<file path="src/design/u8d_pkg.sv">
// shared types and constants for the utf-8 stream decoder
package u8d_pkg;

  localparam int CpW = 21;
  localparam logic [CpW-1:0] Replacement = 21'h00FFFD;

  // command queue between front and back
  localparam int QDepth = 4;
  localparam int QPtrW = $clog2(QDepth);
  localparam int QCntW = $clog2(QDepth + 1);

  // one classified input byte: replacements first, then an optional final result
  typedef struct packed {
    logic [1:0]     rep_count;
    logic           has_final;
    logic [CpW-1:0] final_cp;
    logic           final_bad;
    logic           eos;
  } cmd_t;

endpackage

</file>
<file path="src/design/utf8_stream_decoder.sv">
// top level of the lenient utf-8 stream decoder
//
//   channel  | handshake        | payload
//   ---------+------------------+------------------------------------------------
//   bytes in | push / full      | data_byte[7:0], end_of_string
//   results  | pop / empty      | code_point[20:0], malformed, last_of_run,
//            |                  | string_done
//
// one byte is taken per cycle while the four-entry command queue has room
// each byte yields zero to four results; the back end delivers one result per cycle while
// its output register is free or being popped, so a byte that breaks a sequence yields up to four results
// a byte's first result passes through the queue entry written when the byte is taken,
// then through the output register
// rst clears the sequence state, the queue and the output valid flag; empty is high after it
// stalls on pop back up through the queue and raise full once four commands wait
module utf8_stream_decoder (
  input  logic                    clk,
  input  logic                    rst,
  input  logic                    push,
  output logic                    full,
  input  logic [7:0]              data_byte,
  input  logic                    end_of_string,
  output logic                    empty,
  input  logic                    pop,
  output logic [u8d_pkg::CpW-1:0] code_point,
  output logic                    malformed,
  output logic                    last_of_run,
  output logic                    string_done
);
  import u8d_pkg::*;

  logic q_full;
  logic enq;
  cmd_t enq_cmd;
  logic rd_en;
  logic rd_valid;
  cmd_t rd_cmd;

  u8d_front front_i (
    .clk           (clk),
    .rst           (rst),
    .push          (push),
    .full          (full),
    .data_byte     (data_byte),
    .end_of_string (end_of_string),
    .q_full        (q_full),
    .enq           (enq),
    .enq_cmd       (enq_cmd)
  );

  u8d_queue queue_i (
    .clk      (clk),
    .rst      (rst),
    .wr_en    (enq),
    .wr_cmd   (enq_cmd),
    .q_full   (q_full),
    .rd_en    (rd_en),
    .rd_valid (rd_valid),
    .rd_cmd   (rd_cmd)
  );

  u8d_back back_i (
    .clk         (clk),
    .rst         (rst),
    .rd_valid    (rd_valid),
    .rd_cmd      (rd_cmd),
    .rd_en       (rd_en),
    .empty       (empty),
    .pop         (pop),
    .code_point  (code_point),
    .malformed   (malformed),
    .last_of_run (last_of_run),
    .string_done (string_done)
  );

endmodule

</file>
<file path="src/design/u8d_front.sv">
// front end: sequence tracking and classification of each byte into a command
module u8d_front (
  input  logic          clk,
  input  logic          rst,
  input  logic          push,
  output logic          full,
  input  logic [7:0]    data_byte,
  input  logic          end_of_string,
  input  logic          q_full,
  output logic          enq,
  output u8d_pkg::cmd_t enq_cmd
);
  import u8d_pkg::*;

  logic [1:0]     pending_count, pending_count_next;
  logic [2:0]     needed_length, needed_length_next;
  logic [CpW-1:0] partial_value, partial_value_next;

  logic           accept;
  logic           is_cont;
  logic [2:0]     count_inc;
  logic [CpW-1:0] value_inc;
  cmd_t           cmd;

  assign full   = q_full;
  assign accept = push && !q_full;
  assign is_cont = (data_byte[7:6] == 2'b10);
  assign count_inc = {1'b0, pending_count} + 3'd1;
  assign value_inc = {partial_value[CpW-7:0], data_byte[5:0]};

  // classification and next state
  always_comb begin
    cmd = '0;
    cmd.eos = end_of_string;
    pending_count_next = pending_count;
    needed_length_next = needed_length;
    partial_value_next = partial_value;
    if (pending_count != 2'd0 && is_cont) begin
      partial_value_next = value_inc;
      pending_count_next = count_inc[1:0];
      if (count_inc >= needed_length) begin
        cmd.has_final = 1'b1;
        cmd.final_cp  = value_inc;
        pending_count_next = 2'd0;
      end else if (end_of_string) begin
        // string ended inside the sequence: one replacement per buffered byte, this byte included
        cmd.rep_count = count_inc[1:0];
        pending_count_next = 2'd0;
      end
    end else begin
      // broken sequence replays the buffered bytes, then the byte starts afresh
      cmd.rep_count = pending_count;
      pending_count_next = 2'd0;
      priority if (!data_byte[7]) begin
        cmd.has_final = 1'b1;
        cmd.final_cp  = {{(CpW-8){1'b0}}, data_byte};
      end else if (data_byte[7:5] == 3'b110 && !end_of_string) begin
        pending_count_next = 2'd1;
        needed_length_next = 3'd2;
        partial_value_next = {{(CpW-5){1'b0}}, data_byte[4:0]};
      end else if (data_byte[7:4] == 4'b1110 && !end_of_string) begin
        pending_count_next = 2'd1;
        needed_length_next = 3'd3;
        partial_value_next = {{(CpW-4){1'b0}}, data_byte[3:0]};
      end else if (data_byte[7:3] == 5'b11110 && !end_of_string) begin
        pending_count_next = 2'd1;
        needed_length_next = 3'd4;
        partial_value_next = {{(CpW-3){1'b0}}, data_byte[2:0]};
      end else begin
        cmd.has_final = 1'b1;
        cmd.final_cp  = Replacement;
        cmd.final_bad = 1'b1;
      end
    end
    if (end_of_string) begin
      pending_count_next = 2'd0;
    end
  end

  assign enq     = accept && (cmd.has_final || cmd.rep_count != 2'd0);
  assign enq_cmd = cmd;

  // sequence state
  always_ff @(posedge clk) begin
    if (rst) begin
      pending_count <= 2'd0;
      needed_length <= 3'd0;
      partial_value <= '0;
    end else if (accept) begin
      pending_count <= pending_count_next;
      needed_length <= needed_length_next;
      partial_value <= partial_value_next;
    end
  end

endmodule

</file>
<file path="src/design/u8d_queue.sv">
// short command queue between front and back
module u8d_queue (
  input  logic          clk,
  input  logic          rst,
  input  logic          wr_en,
  input  u8d_pkg::cmd_t wr_cmd,
  output logic          q_full,
  input  logic          rd_en,
  output logic          rd_valid,
  output u8d_pkg::cmd_t rd_cmd
);
  import u8d_pkg::*;

  cmd_t             mem [QDepth];
  logic [QPtrW-1:0] wr_ptr;
  logic [QPtrW-1:0] rd_ptr;
  logic [QCntW-1:0] count;

  assign q_full   = (count == QCntW'(QDepth));
  assign rd_valid = (count != '0);
  assign rd_cmd   = mem[rd_ptr];

  // storage
  always_ff @(posedge clk) begin
    if (wr_en) begin
      mem[wr_ptr] <= wr_cmd;
    end
  end

  // pointers and fill level
  always_ff @(posedge clk) begin
    if (rst) begin
      wr_ptr <= '0;
      rd_ptr <= '0;
      count  <= '0;
    end else begin
      if (wr_en) begin
        wr_ptr <= wr_ptr + QPtrW'(1);
      end
      if (rd_en) begin
        rd_ptr <= rd_ptr + QPtrW'(1);
      end
      unique case ({wr_en, rd_en})
        2'b10:   count <= count + QCntW'(1);
        2'b01:   count <= count - QCntW'(1);
        default: count <= count;
      endcase
    end
  end

endmodule

</file>
<file path="src/design/u8d_back.sv">
// back end: expands each command into results, one per cycle while the output register is free or being popped
module u8d_back (
  input  logic                    clk,
  input  logic                    rst,
  input  logic                    rd_valid,
  input  u8d_pkg::cmd_t           rd_cmd,
  output logic                    rd_en,
  output logic                    empty,
  input  logic                    pop,
  output logic [u8d_pkg::CpW-1:0] code_point,
  output logic                    malformed,
  output logic                    last_of_run,
  output logic                    string_done
);
  import u8d_pkg::*;

  logic [1:0]     idx;
  logic           out_valid;
  logic           load;
  logic [2:0]     total;
  logic           is_last;
  logic           in_rep;
  logic [CpW-1:0] cp_sel;
  logic           bad_sel;

  assign total   = {1'b0, rd_cmd.rep_count} + {2'b00, rd_cmd.has_final};
  assign is_last = ({1'b0, idx} + 3'd1 == total);
  assign in_rep  = (idx < rd_cmd.rep_count);
  assign cp_sel  = in_rep ? Replacement : rd_cmd.final_cp;
  assign bad_sel = in_rep ? 1'b1 : rd_cmd.final_bad;

  // a new result moves in when the register is free or being taken
  assign load  = rd_valid && (!out_valid || pop);
  assign rd_en = load && is_last;
  assign empty = !out_valid;

  // result index within the current command, and the output valid flag
  always_ff @(posedge clk) begin
    if (rst) begin
      idx       <= 2'd0;
      out_valid <= 1'b0;
    end else begin
      if (load) begin
        idx <= is_last ? 2'd0 : idx + 2'd1;
      end
      if (load) begin
        out_valid <= 1'b1;
      end else if (pop) begin
        out_valid <= 1'b0;
      end
    end
  end

  // output payload
  always_ff @(posedge clk) begin
    if (load) begin
      code_point  <= cp_sel;
      malformed   <= bad_sel;
      last_of_run <= is_last;
      string_done <= is_last && rd_cmd.eos;
    end
  end

endmodule

</file>
<file path="config.mk">
export PLATFORM = sky130hd
export DESIGN_NAME = utf8_stream_decoder
export DESIGN_NICKNAME = d
export VERILOG_FILES = /design/src/design/u8d_pkg.sv /design/src/design/utf8_stream_decoder.sv /design/src/design/u8d_front.sv /design/src/design/u8d_queue.sv /design/src/design/u8d_back.sv
export SDC_FILE = /design/constraint.sdc
export NUM_CORES = 1
export LEC_CHECK = 0
export ABC_AREA = 1
export BUFFER_PORTS_ARGS = -buffer_cell sky130_fd_sc_hd__buf_2
export CAP_MARGIN = 20
export CORE_MARGIN = 8
export CORE_UTILIZATION = 35
export CTS_CLUSTER_DIAMETER = 120
export CTS_CLUSTER_SIZE = 8
export DETAILED_ROUTE_END_ITERATION = 16
export GPL_TIMING_DRIVEN = 0
export RECOVER_POWER = 100
export SYNTH_ARGS = -nofsm -noshare
export SYNTH_HDL_FRONTEND = slang
export SYNTH_SLANG_ARGS = --single-unit
</file>
<file path="constraint.sdc">
create_clock -name clk -period 5.4 [get_ports clk]
set_input_delay 1.08 -clock clk [delete_from_list [all_inputs] [get_ports clk]]
set_output_delay 1.08 -clock clk [all_outputs]
set_load 0.1 [all_outputs]
</file>
==> results.sh <==
export IMPL_initial_antenna_violation_count=0
export IMPL_yosysWarningCount=0
export IMPL_worst_setup_path_start_kind="primary input"
export IMPL_syn_to_final_growth_pct=14.34
export IMPL_drc=0
export IMPL_synth_nets=593
export IMPL_route_final_wire_length_mm=14.92
export IMPL_placement_io_buffers=37
export IMPL_post_route_worst_setup_slack_ns=1.035
export IMPL_syn_mean_instance_area_um2=11.58
export IMPL_post_placement_cell_area_um2=7061
export IMPL_layout_cells_most_common="sky130_fd_sc_hd__edfxtp_1"
export IMPL_grt_pass1_wl_mm=23.14
export IMPL_netlist_cell_type_count=37
export IMPL_via_count=4474
export IMPL_maxClockFrequency_mhz=229.1
export IMPL_design_power_total_w=0.004013
export IMPL_grt_total_usage_pct=12.92
export IMPL_finalCriticalPeriod_ns=4.365
export IMPL_synth_async_sr_flop_share_pct=0
export IMPL_pre_cts_ws_ns=1.719
export IMPL_cts_path_max_buffers=2
export IMPL_skew_ns=0.006257
export IMPL_path_class="primary input to register"
export IMPL_regToRegSetupSlack_ns=1.28
export IMPL_initialDrtViolationCount=341
export IMPL_drt_vias_per_instance=5.143
export IMPL_antennaDiodeCount=0
export IMPL_antenna_left=0
export IMPL_detailed_route_wire_length_per_cell_um=17.15
export IMPL_detail_route_first_pass_iterations=5
export IMPL_cp_arrival_ns=4.48
export IMPL_layout_core_utilization_pct=40.40
export IMPL_rsz0062_at_grt="false"
export IMPL_synth_area_um2=6543
export IMPL_total_number_of_placement_rows=50
export IMPL_synth_edff_count=128
export IMPL_path_clk_slew_ns=0.06
export IMPL_worst_slew_pin_transition_ns=1.193
export IMPL_clock_sinks=160
export IMPL_gpl_final_weighted_congestion=0.8648
export IMPL_place_detailed_hpwl_mm=9.756
export IMPL_setup_tns_final_ns=0
export IMPL_critical_path_endpoint_type="register"
export IMPL_cellPowerDensity_nw_per_um2=536.5
export IMPL_yosys_register_bits=160
export IMPL_finalCritPeriodShare_pct=80.84
export IMPL_cts_buffers=17
export IMPL_fp_dieH_um=152.7
export IMPL_fillerInstances=1776
export IMPL_grt_pass1_vias=4275
export IMPL_clock_tree_root_cell="sky130_fd_sc_hd__clkbuf_16"
export IMPL_setup_violations_final=0
export IMPL_slew_limit_headroom_pct=20.78
export IMPL_drv_cap=0
export IMPL_ys_seq_area_share_pct=68.54
export IMPL_tritoncts="built"
export IMPL_top_level_ports=39
export IMPL_power_ir_vdd_worst_uv=239.9
export IMPL_die_width_um=152.7
export IMPL_dominantRegCellSynth="sky130_fd_sc_hd__edfxtp_1"
export IMPL_design_die_area_um2=23320
export IMPL_final_cell_mix="sky130_fd_sc_hd__edfxtp_1, sky130_fd_sc_hd__nor2_1, sky130_fd_sc_hd__o21ai_0"
export IMPL_power_leakage_nw=2.589
export IMPL_cts_max_level=4
export IMPL_outcome="complete, no violations"
export IMPL_finish_net_count=651
export IMPL_cts_repair_resize_count=0
export IMPL_final_cell_area_um2=7481
export IMPL_worst_skew_pair_late_latency_ns=0.42
export IMPL_cts_hold_fix_buffers=0
export IMPL_syn_instance_count=565
export IMPL_initial_core_util_pct=35.33
export IMPL_drv_slew=0
export IMPL_worstPathMaxFanout=20
export IMPL_layout_cell_share_with_drive_strength_beyond_1_pct=7.862
export IMPL_grt_overflow=0
export IMPL_grt_max_degree=28
export IMPL_core_um2=18520
export IMPL_post_cts_repair_setup_buffers=0
export IMPL_worst_hold_path_class="register to register"
export IMPL_hold_viol=0
export IMPL_cp_data_required_time_ns=5.52
-- critical path, cell delays in order --
cell	delay (ns)
sky130_fd_sc_hd__clkbuf_1	0.18
sky130_fd_sc_hd__inv_1	0.14
sky130_fd_sc_hd__nor3_1	0.88
sky130_fd_sc_hd__inv_4	0.12
sky130_fd_sc_hd__o21ai_0	0.63
sky130_fd_sc_hd__nor2_2	0.08
sky130_fd_sc_hd__nor2_1	0.22
sky130_fd_sc_hd__inv_2	0.14
sky130_fd_sc_hd__nor2_1	0.73
sky130_fd_sc_hd__buf_12	0.28
-- metal layers --
| layer | vias to the layer above | GRT usage (%) | wire, um |
|---|---|---|---|
| met2 | 175 | 20.58 | 6961 |
| met4 | 0 | 5.891 | 375 |
| met5 | - | 0 | 0 |
| li1 | 2112 | - | - |
| met1 | 2166 | 16.33 | 6588 |
| met3 | 21 | 3.205 | 998 |
-- synth_stat cells (2+ instances only) --
library cell	n	area, um2
sky130_fd_sc_hd__o31ai_1	2	15.01
sky130_fd_sc_hd__dfxtp_1	32	640.6
sky130_fd_sc_hd__nand3_1	19	95.09
sky130_fd_sc_hd__o221ai_1	17	148.9
sky130_fd_sc_hd__o21ba_2	2	20.02
sky130_fd_sc_hd__nand2_1	54	202.7
sky130_fd_sc_hd__inv_2	8	30.03
sky130_fd_sc_hd__xnor2_1	2	17.52
sky130_fd_sc_hd__inv_1	45	168.9
sky130_fd_sc_hd__edfxtp_1	128	3844
sky130_fd_sc_hd__o21ai_0	65	325.3
sky130_fd_sc_hd__buf_2	7	35.03
sky130_fd_sc_hd__nor2_2	5	31.28
sky130_fd_sc_hd__clkbuf_1	17	63.81
sky130_fd_sc_hd__a22oi_1	6	45.04
sky130_fd_sc_hd__nand4_1	3	18.77
sky130_fd_sc_hd__a31oi_1	2	12.51
sky130_fd_sc_hd__o22ai_1	2	12.51
sky130_fd_sc_hd__nand2_2	4	25.02
sky130_fd_sc_hd__a21oi_1	27	135.1
sky130_fd_sc_hd__ha_1	14	175.2
sky130_fd_sc_hd__o21ai_1	3	15.01
sky130_fd_sc_hd__nor2_1	87	326.6
-- state kept, by name, indices dropped and copies added (netlist names), 2 cells and up, named ones only --
signal,cells
queue_i.rd_ptr,2
queue_i.count,3
front_i.needed_length,3
front_i.partial_value,15
back_i.code_point,21
queue_i.mem,104
queue_i.wr_ptr,2
front_i.pending_count,2
back_i.idx,2
-- final cells by class --
class,instances,area (um2),area share (%)
timing repair buffer,39,172.7,2.308
inverter,54,205.2,2.743
clock buffer,19,432.9,5.787
multi-input combinational,327,1727,23.08
tap,234,292.8,3.914
clock inverter,13,73.82,0.9868
sequential,160,4484,59.94
buffer,24,92.59,1.238
-- power by group --
group	leakage [nW]	total, W	switching, W	internal (W)
clock	0.238	0.00103	0.000455	0.000575
sequential	1.43	0.00164	0.0000542	0.00158
combinational	0.918	0.00135	0.00116	0.000187
-- kinds of logic (layout without fill, tap and decap cells) --
kind of cell | count (synthesis) | in the layout | synth area share (%)
AND/OR/NAND/NOR | 178 | 178 | 11.63
flip-flops | 160 | 160 | 68.54
AO/OA/AOI/OAI | 131 | 131 | 11.80
buffers and inverters | 78 | 149 | 4.647
adder cells (fa/ha/maj) | 15 | 15 | 2.983
XOR/XNOR | 3 | 3 | 0.4017
-- path summary, 6_finish.rpt --
kind	start	to	cells past startpoint
max	data_byte[7]	queue_i.mem[1][22]	10
min	front_i.partial_value[0]	front_i.partial_value[6]	2
max reg2reg	front_i.pending_count[0]	queue_i.mem[1][22]	10
min reg2reg	front_i.partial_value[0]	front_i.partial_value[6]	2
-- metrics by stage --
| step | hold slack (ns) | instances |
|---|---|---|
| floorplan | 0.4363 | 565 |
| global placement | 0.4532 | 836 |
| detailed placement | 0.4509 | 837 |
| CTS | 0.4607 | 869 |
| global route | 0.4866 | 870 |
| finish | 0.4619 | 870 |
No activity file was read; power rests on OpenSTA's default activity.
